`src/hw/rtl/value_frequency_sorter_macros.svh`:
```
// ----------------------------------------------------------------------------
// Value frequency sorter assertion macros
// Shared assertion forms for the sorter RTL.
// ----------------------------------------------------------------------------
`ifndef VALUE_FREQUENCY_SORTER_MACROS_SVH
`define VALUE_FREQUENCY_SORTER_MACROS_SVH

// The consequent must hold in the same cycle as the antecedent.
`define VFS_ASSERT_NOW(label, ante, cons, msg) \
  label: assert property (@(posedge clk_i) disable iff (!rst_ni) (ante) |-> (cons)) \
    else $error(msg);

// The consequent must hold in the cycle after the antecedent.
`define VFS_ASSERT_NEXT(label, ante, cons, msg) \
  label: assert property (@(posedge clk_i) disable iff (!rst_ni) (ante) |=> (cons)) \
    else $error(msg);

`endif

```
`src/hw/rtl/vfs_pkg.sv`:
```
// ----------------------------------------------------------------------------
// Value frequency sorter package
// Types, widths and the output ordering rule shared by the cells and the top.
// ----------------------------------------------------------------------------
package vfs_pkg;

  localparam int unsigned ValueW = 32;
  localparam int unsigned CountW = 7;

  typedef struct packed {
    logic              valid;
    logic [ValueW-1:0] value;
    logic [CountW-1:0] count;
  } cell_t;

  typedef enum logic [1:0] {
    CELL_HOLD,
    CELL_INGEST,
    CELL_SORT,
    CELL_SHIFT
  } cell_op_e;

  typedef struct packed {
    cell_op_e          op;
    logic [ValueW-1:0] value;
  } cell_cmd_t;

  typedef enum logic [1:0] {
    ST_IN,
    ST_SORT,
    ST_OUT
  } state_e;

  // True when entry a must come before entry b in the output order.
  function automatic logic goes_before(cell_t a, cell_t b);
    logic r;
    if (!a.valid) begin
      r = 1'b0;
    end else if (!b.valid) begin
      r = 1'b1;
    end else if (a.count != b.count) begin
      r = a.count < b.count;
    end else begin
      r = $signed(a.value) < $signed(b.value);
    end
    return r;
  endfunction

endpackage

```
`src/hw/rtl/vfs_cell.sv`:
```
// ----------------------------------------------------------------------------
// Value frequency sorter cell
// Holds one distinct value and its count; counts, sorts and shifts with its
// neighbors.
// ----------------------------------------------------------------------------
module vfs_cell (
  input  logic              clk_i,
  input  logic              rst_ni,
  input  vfs_pkg::cell_cmd_t cmd_i,
  input  vfs_pkg::cell_t    left_i,
  input  vfs_pkg::cell_t    right_i,
  input  logic              pair_lo_i,
  input  logic              pair_hi_i,
  input  logic              hit_any_i,
  output vfs_pkg::cell_t    data_o,
  output logic              hit_o
);
  import vfs_pkg::*;

  cell_t cell_q, cell_d;

  assign hit_o  = cell_q.valid && (cell_q.value == cmd_i.value);
  assign data_o = cell_q;

  always_comb begin
    cell_d = cell_q;
    case (cmd_i.op)
      CELL_INGEST: begin
        if (hit_o) begin
          cell_d.count = cell_q.count + CountW'(1);
        end else if (!cell_q.valid && left_i.valid && !hit_any_i) begin
          cell_d.valid = 1'b1;
          cell_d.value = cmd_i.value;
          cell_d.count = CountW'(1);
        end
      end
      CELL_SORT: begin
        if (pair_lo_i && goes_before(right_i, cell_q)) begin
          cell_d = right_i;
        end else if (pair_hi_i && goes_before(cell_q, left_i)) begin
          cell_d = left_i;
        end
      end
      CELL_SHIFT: cell_d = right_i;
      default:    cell_d = cell_q;
    endcase
  end

  always_ff @(posedge clk_i or negedge rst_ni) begin
    if (!rst_ni) begin
      cell_q <= '0;
    end else begin
      cell_q <= cell_d;
    end
  end

endmodule

```
`config.mk`:
```
export PLATFORM = sky130hd
export DESIGN_NAME = vfs_cell
export DESIGN_NICKNAME = d
export VERILOG_FILES = /design/src/hw/rtl/value_frequency_sorter_macros.svh /design/src/hw/rtl/vfs_pkg.sv /design/src/hw/rtl/vfs_cell.sv
export SDC_FILE = /design/constraint.sdc
export NUM_CORES = 1
export LEC_CHECK = 0
export BUFFER_PORTS_ARGS = -buffer_cell sky130_fd_sc_hd__buf_2
export CAP_MARGIN = 40
export CORE_MARGIN = 2
export CORE_UTILIZATION = 50
export CTS_BUF_LIST = sky130_fd_sc_hd__clkbuf_8
export CTS_CLUSTER_DIAMETER = 60
export CTS_CLUSTER_SIZE = 8
export DETAILED_ROUTE_END_ITERATION = 8
export PLACE_DENSITY = 0.9
export REMOVE_ABC_BUFFERS = 1
export SETUP_SLACK_MARGIN = 0.3
export SYNTH_ARGS = -nofsm -noshare
export SYNTH_HDL_FRONTEND = slang
export SYNTH_SLANG_ARGS = --single-unit
```
`constraint.sdc`:
```
create_clock -name clk_i -period 7.26 [get_ports clk_i]
set_clock_uncertainty 0.15 [all_clocks]
set_input_delay 1.815 -clock clk_i [delete_from_list [all_inputs] [get_ports clk_i]]
set_output_delay 1.815 -clock clk_i [all_outputs]
set_load 0.005 [all_outputs]
```
Word-level counts from Yosys, hierarchy flattened
Index checks and enable logic that the tools add are counted.
Storage, ports and cells
  register bits: 40
  logic and storage cells: 43
Cells by class
  add/sub/neg operators: 1
  magnitude comparators: 4
  equality and inequality tests: 10
  multiplexer cells: 15
  reduce and logical (&&, ||, !) cells: 10
Operators with widths (number)
  40-bit two-way mux: 3
  40-bit case mux with 3 select lines: 1
  32-bit less-than comparator: 2
  33-bit two-way mux: 1
  32-bit equality test: 1
  7-bit less-than comparator: 2
  7-bit inequality test: 2
  1-bit two-way mux: 9
  7-bit by 1-bit adder with 7-bit output, second input constant: 1
  7-bit two-way mux: 1
  3-bit inequality test, second input constant: 2
  1-bit logical AND: 5
  2-bit equality test, second input constant: 2
  2-bit inequality test, second input constant: 2
  4-bit AND reduction: 1
  3-bit AND reduction: 1
  3-bit nonzero test: 1
  2-bit by 1-bit equality test with 1-bit output, second input constant: 1
  1-bit logical NOT: 2

Longest topological paths before layout
  word-level depth: 12
  depth in mapped cells: 14
  mapped depth without buffers: 11

Worst setup path before layout
OpenSTA, ideal clock, no wires.
  path type: input-to-output
  start: in cmd_i[28] (netlist name)
  end: out hit_o
  data arrival time: 2.890 ns
  path slack: 2.405 ns
  stages on the path: 5
  path buffers: 1
  path through: xor2_1 -> nor4_1 -> nand4_1 -> nor3_1 -> clkbuf_1
On the way
  word-level cells in the longest chain between the ends: 2
Ends and longest elaborated chain
  start, declared: RTL line vfs_cell.sv:9  | input vfs_pkg::cell_cmd_t cmd_i,
  32-bit equality test: RTL line vfs_cell.sv:22  | assign hit_o = cell_q.valid && (cell_q.value == cmd_i.value);
  1-bit logical AND: RTL line vfs_cell.sv:22
  end, declared: RTL line vfs_cell.sv:16  | output logic hit_o
Every way passes these cells.

Worst setup path after layout
  start: in cmd_i[16] (netlist name)
  end: out hit_o
Same word-level chain as after synthesis.

==> results.md <==
- The register with the most flip-flops in the layout has 40 of them.
- In this run the cell area of the synthesized design comes to 4758 um2.
- The number of buffers added for setup after CTS is 0.
- The register clock-pin slew on the reported worst setup and hold paths is roughly 0.070 ns.
- The most used flip-flop cell after synthesis is sky130_fd_sc_hd__dfrtp_1.
- The run finished with clean final reports.
- After layout, the minimum clock period comes to roughly 5.3 ns.
- The first global-routing pass estimated 23.73 mm of wire.
- The chip width is 101.6 um.
- The number of instances in the placed design is slightly below 900.
- The number of antenna cells inserted is 0.
- The area growth from synthesis to layout is 20.90%.
- The CTS tree is yes.
- Setup repair after global routing left no endpoint under its margin.
- The min-delay analysis places its worst path in the category flip-flop to flip-flop.
- The number of clock sinks is 40.
- Cells with a size suffix above 1 make up about a quarter of the layout.
- The quantity of gates resized following cts is 0.
- Clock tree synthesis inserted a total of 5 buffers.
- The minimum setup slack among reg-to-reg paths is between 3 and 4 ns.
- Of all flip-flops after synthesis, the portion carrying an async set or reset was between 90% and 100%.
- No sink is reached through more buffers than the 2 on the longest clock path.
- Setup slack closes at 1.964 ns.
- Of the post-synthesis cell area, the dominant cell type holds 21.04%.
- The placeable core region is slightly above 9000 um2.
- Power comes to between 1 and 1.5 mW.
- The worst setup path is captured at an output pin.
- The routed wire length per instance is 17.16 um.
- The number of antenna violations at the first check in global routing came to 0.
- Measured against its own limit, the worst slew margin works out to 48.42%.
- The final cell utilization of the core is 62.26%.
- Along the worst path, the maximum fanout reaches 12.
- The worst hold path terminates at data_o[6].
- The origin of the critical flop-to-flop path is data_o[26].
- The worst hold path was traced through 2 stages.
- Summed over all instances, the cell type with the most area after synthesis is sky130_fd_sc_hd__dfrtp_1.
- The count of port buffers added during placement is 159.
- After detailed placement, the total cell area comes to 5660 um2.
- The worst slack after detailed placement is around 1.9 ns.
- The final net count is 944.
- The setup TNS after final layout is 0 ns.
- The number of endpoints failing setup at the final stage is 0.
- Of the total power, the share spent switching nets is between 40% and 50%.
- The library cell with the highest instance count after synthesis is sky130_fd_sc_hd__inv_1.
- The endpoint identified for the worst register-to-register timing path is data_o[14].
- The half-perimeter wire length after detailed placement is 11.78 mm.
- The launch point of the worst hold path is data_o[6].
- Across the whole layout, storage elements account for 1001 um2.
- The tree is rooted in a sky130_fd_sc_hd__clkbuf_8.
- The design area is 5753 um2.
- The synthesized-area fraction occupied by xor and xnor cells is ~6.3%.
- Per report_power, the combinational group accounts for 52.4% of the total.
- The clock share of power is 14.6%.
- The mux share of post-synthesis cell area is under 10%.
- The total count of hold-check failures in the final report is 0.
- The switching power summed over all nets is 0.4786 mW.
- The die boundary height is 101.6 um.
- The final count of pins violating max slew is 0.
- At the pin with the least slew margin, the transition time is 0.7737 ns.
- The first TritonRoute pass finished after 5 iterations.
- The final critical-path share of the clock period is 72.94%.
- Of the total synthesized cell area, the portion taken by full adders, half adders and majority gates is 20.25%.
- The final antenna-violating net count is 0.
- For this run, the number of Yosys warnings is 0.
- Of the total power, registers draw between 30 and 40%.
- The final wirelength is 15.07 mm.
- The effective utilization at floorplan is 51.50%.
- Using the TritonRoute via totals, the vias-per-cell ratio works out to 6.027.
- The flip-flop and latch count after synthesis is 40.
- The critical path required time is roughly 5.3 ns.
- For this run, the top clock speed supported by timing is roughly 190 MHz.
- Routability-driven placement finished with a final weighted congestion of just over 0.9.
- Max-cap violations in this run came to 0.
- The critical path data arrival time is 3.33 ns.
- Summing the areas of all compound-gate instances in the mapped netlist gives 23.30% of the synthesized area.
- Summed over all cells, the static leakage comes to 2.975 nW.
- The number of non-filler instances in the completed layout is roughly 880.
- By count the netlist is led by 81 x sky130_fd_sc_hd__inv_1, 77 x sky130_fd_sc_hd__ha_1, 58 x sky130_fd_sc_hd__nand2_1.
- Internal power comes to ~0.60 mW.
- Synthesis produced 604 cells.
- Entering global routing, the biggest net connects 76 pins.
- The simple-gate share of the synthesized area is 17.75%.
- After global routing the overflow that remains totals 0.
- Fill cells in the final layout number 839.
- The detailed router placed approximately 5300 vias in this run.
- The total DRC errors in the routed layout is 0.
- The die covers 10310 um2.
- The number of cells traversed by the worst register-to-register path is 12.
- The number of enable flip-flop cells after synthesis is 0.
- Power spread over the standard cell area amounts to between 150 and 200 nW/um2.
- After synthesis, the netlist uses 54 different library cells.
- The main combinational cell family by area after synthesis is compound AO/OA/AOI/OAI gates.
- The number of global-route vias before repair is 5051.
- The critical path class is input port to output pin.
- Hold timing on the final database bottoms out at a slack of 0.4664 ns.
- 160 I/O pins were placed.
- The standard-cell row count is 35.
- In the global route stage, overall resource usage came out at around 29%.
- In the post-synthesis netlist, the biggest area contributors are sky130_fd_sc_hd__dfrtp_1 21%, sky130_fd_sc_hd__ha_1 20%, sky130_fd_sc_hd__inv_1 6.4%, sky130_fd_sc_hd__a221o_1 5.9%, sky130_fd_sc_hd__xor2_1 5.7%.
- The launching element type of the critical path is an input port.
- The maximum vdd drop is 0.1347 mV.
- The hold-fix buffer count after cts is 0.
- Each instance of the synthesized netlist takes up on average around 8 um2.
- Summing the sequential cell areas from Yosys gives 21.04% of the chip area.
- The detailed router finished its first iteration with between 300 and 400 violations.
- The total area of multi-input combinational cells is 3333 um2.
- The source-to-sink clock delay at the later pin of the worst-skew pair is 0.31 ns.
- The CTS H-tree depth is 2.
-- final cells by class --
class | instances | area share, %
tap | 129 | 2.806
sequential | 40 | 17.40
inverter | 81 | 5.285
clock buffer | 5 | 1.196
multi-input combinational | 454 | 57.94
timing repair buffer | 166 | 14.96
clock inverter | 3 | 0.4132
-- cell families after synthesis --
group	after synthesis
AND/OR/NAND/NOR	168
AO/OA/AOI/OAI	165
buffers and inverters	110
adder cells (fa/ha/maj)	77
flip-flops	40
XOR/XNOR	34
multiplexers	10
-- worst max-delay path by stage --
stage	startpoint	end	slack (ns)	cells after the start
finish	cmd_i[16]	hit_o	1.96	7
detailed placement	right_i[26]	data_o[14]	1.95	12
CTS	cmd_i[16]	hit_o	1.99	7
global placement	cmd_i[16]	hit_o	2.02	7
global route	cmd_i[7]	hit_o	1.84	7
floorplan	left_i[9]	data_o[11]	1.21	11
-- power by group through the flow --
stage,registers [mW],logic (mW),clock network [mW]
final,0.356,0.564,0.157
after detailed placement,0.358,0.557,0
after CTS,0.354,0.560,0.161
after global routing,0.365,0.638,0.171
after floorplan,0.342,0.340,0
after global placement,0.355,0.534,0
-- worst max-delay path, stage by stage --
cell,delay (ns)
sky130_fd_sc_hd__buf_2,0.11
sky130_fd_sc_hd__xor2_1,0.15
sky130_fd_sc_hd__nor4_1,0.52
sky130_fd_sc_hd__nand4_1,0.16
sky130_fd_sc_hd__nor3_1,0.22
sky130_fd_sc_hd__buf_4,0.22
sky130_fd_sc_hd__buf_2,0.13
-- placed cells by master (no fill, tap or decap), types with 7 or more instances in the layout --
cell	count
sky130_fd_sc_hd__buf_2	159
sky130_fd_sc_hd__inv_1	81
sky130_fd_sc_hd__ha_1	77
sky130_fd_sc_hd__nand2_1	58
sky130_fd_sc_hd__o21ai_0	51
sky130_fd_sc_hd__nand4_1	42
sky130_fd_sc_hd__dfrtp_1	40
sky130_fd_sc_hd__a21oi_1	39
sky130_fd_sc_hd__xor2_1	31
sky130_fd_sc_hd__a221o_1	28
sky130_fd_sc_hd__nor2_1	17
sky130_fd_sc_hd__nand3_1	16
sky130_fd_sc_hd__nor4_1	11
sky130_fd_sc_hd__mux2i_1	8
sky130_fd_sc_hd__nor3_1	7
-- metal layers --
layer	part of all wire [%]	track usage, %	vias to the layer above
li1	-	-	2502
met1	40	36.75	2474
met2	48	47.67	269
met3	8.1	5.038	47
met4	3.6	12.58	0
met5	0	0	-
Note: power is estimated with default switching activity, not from simulation.
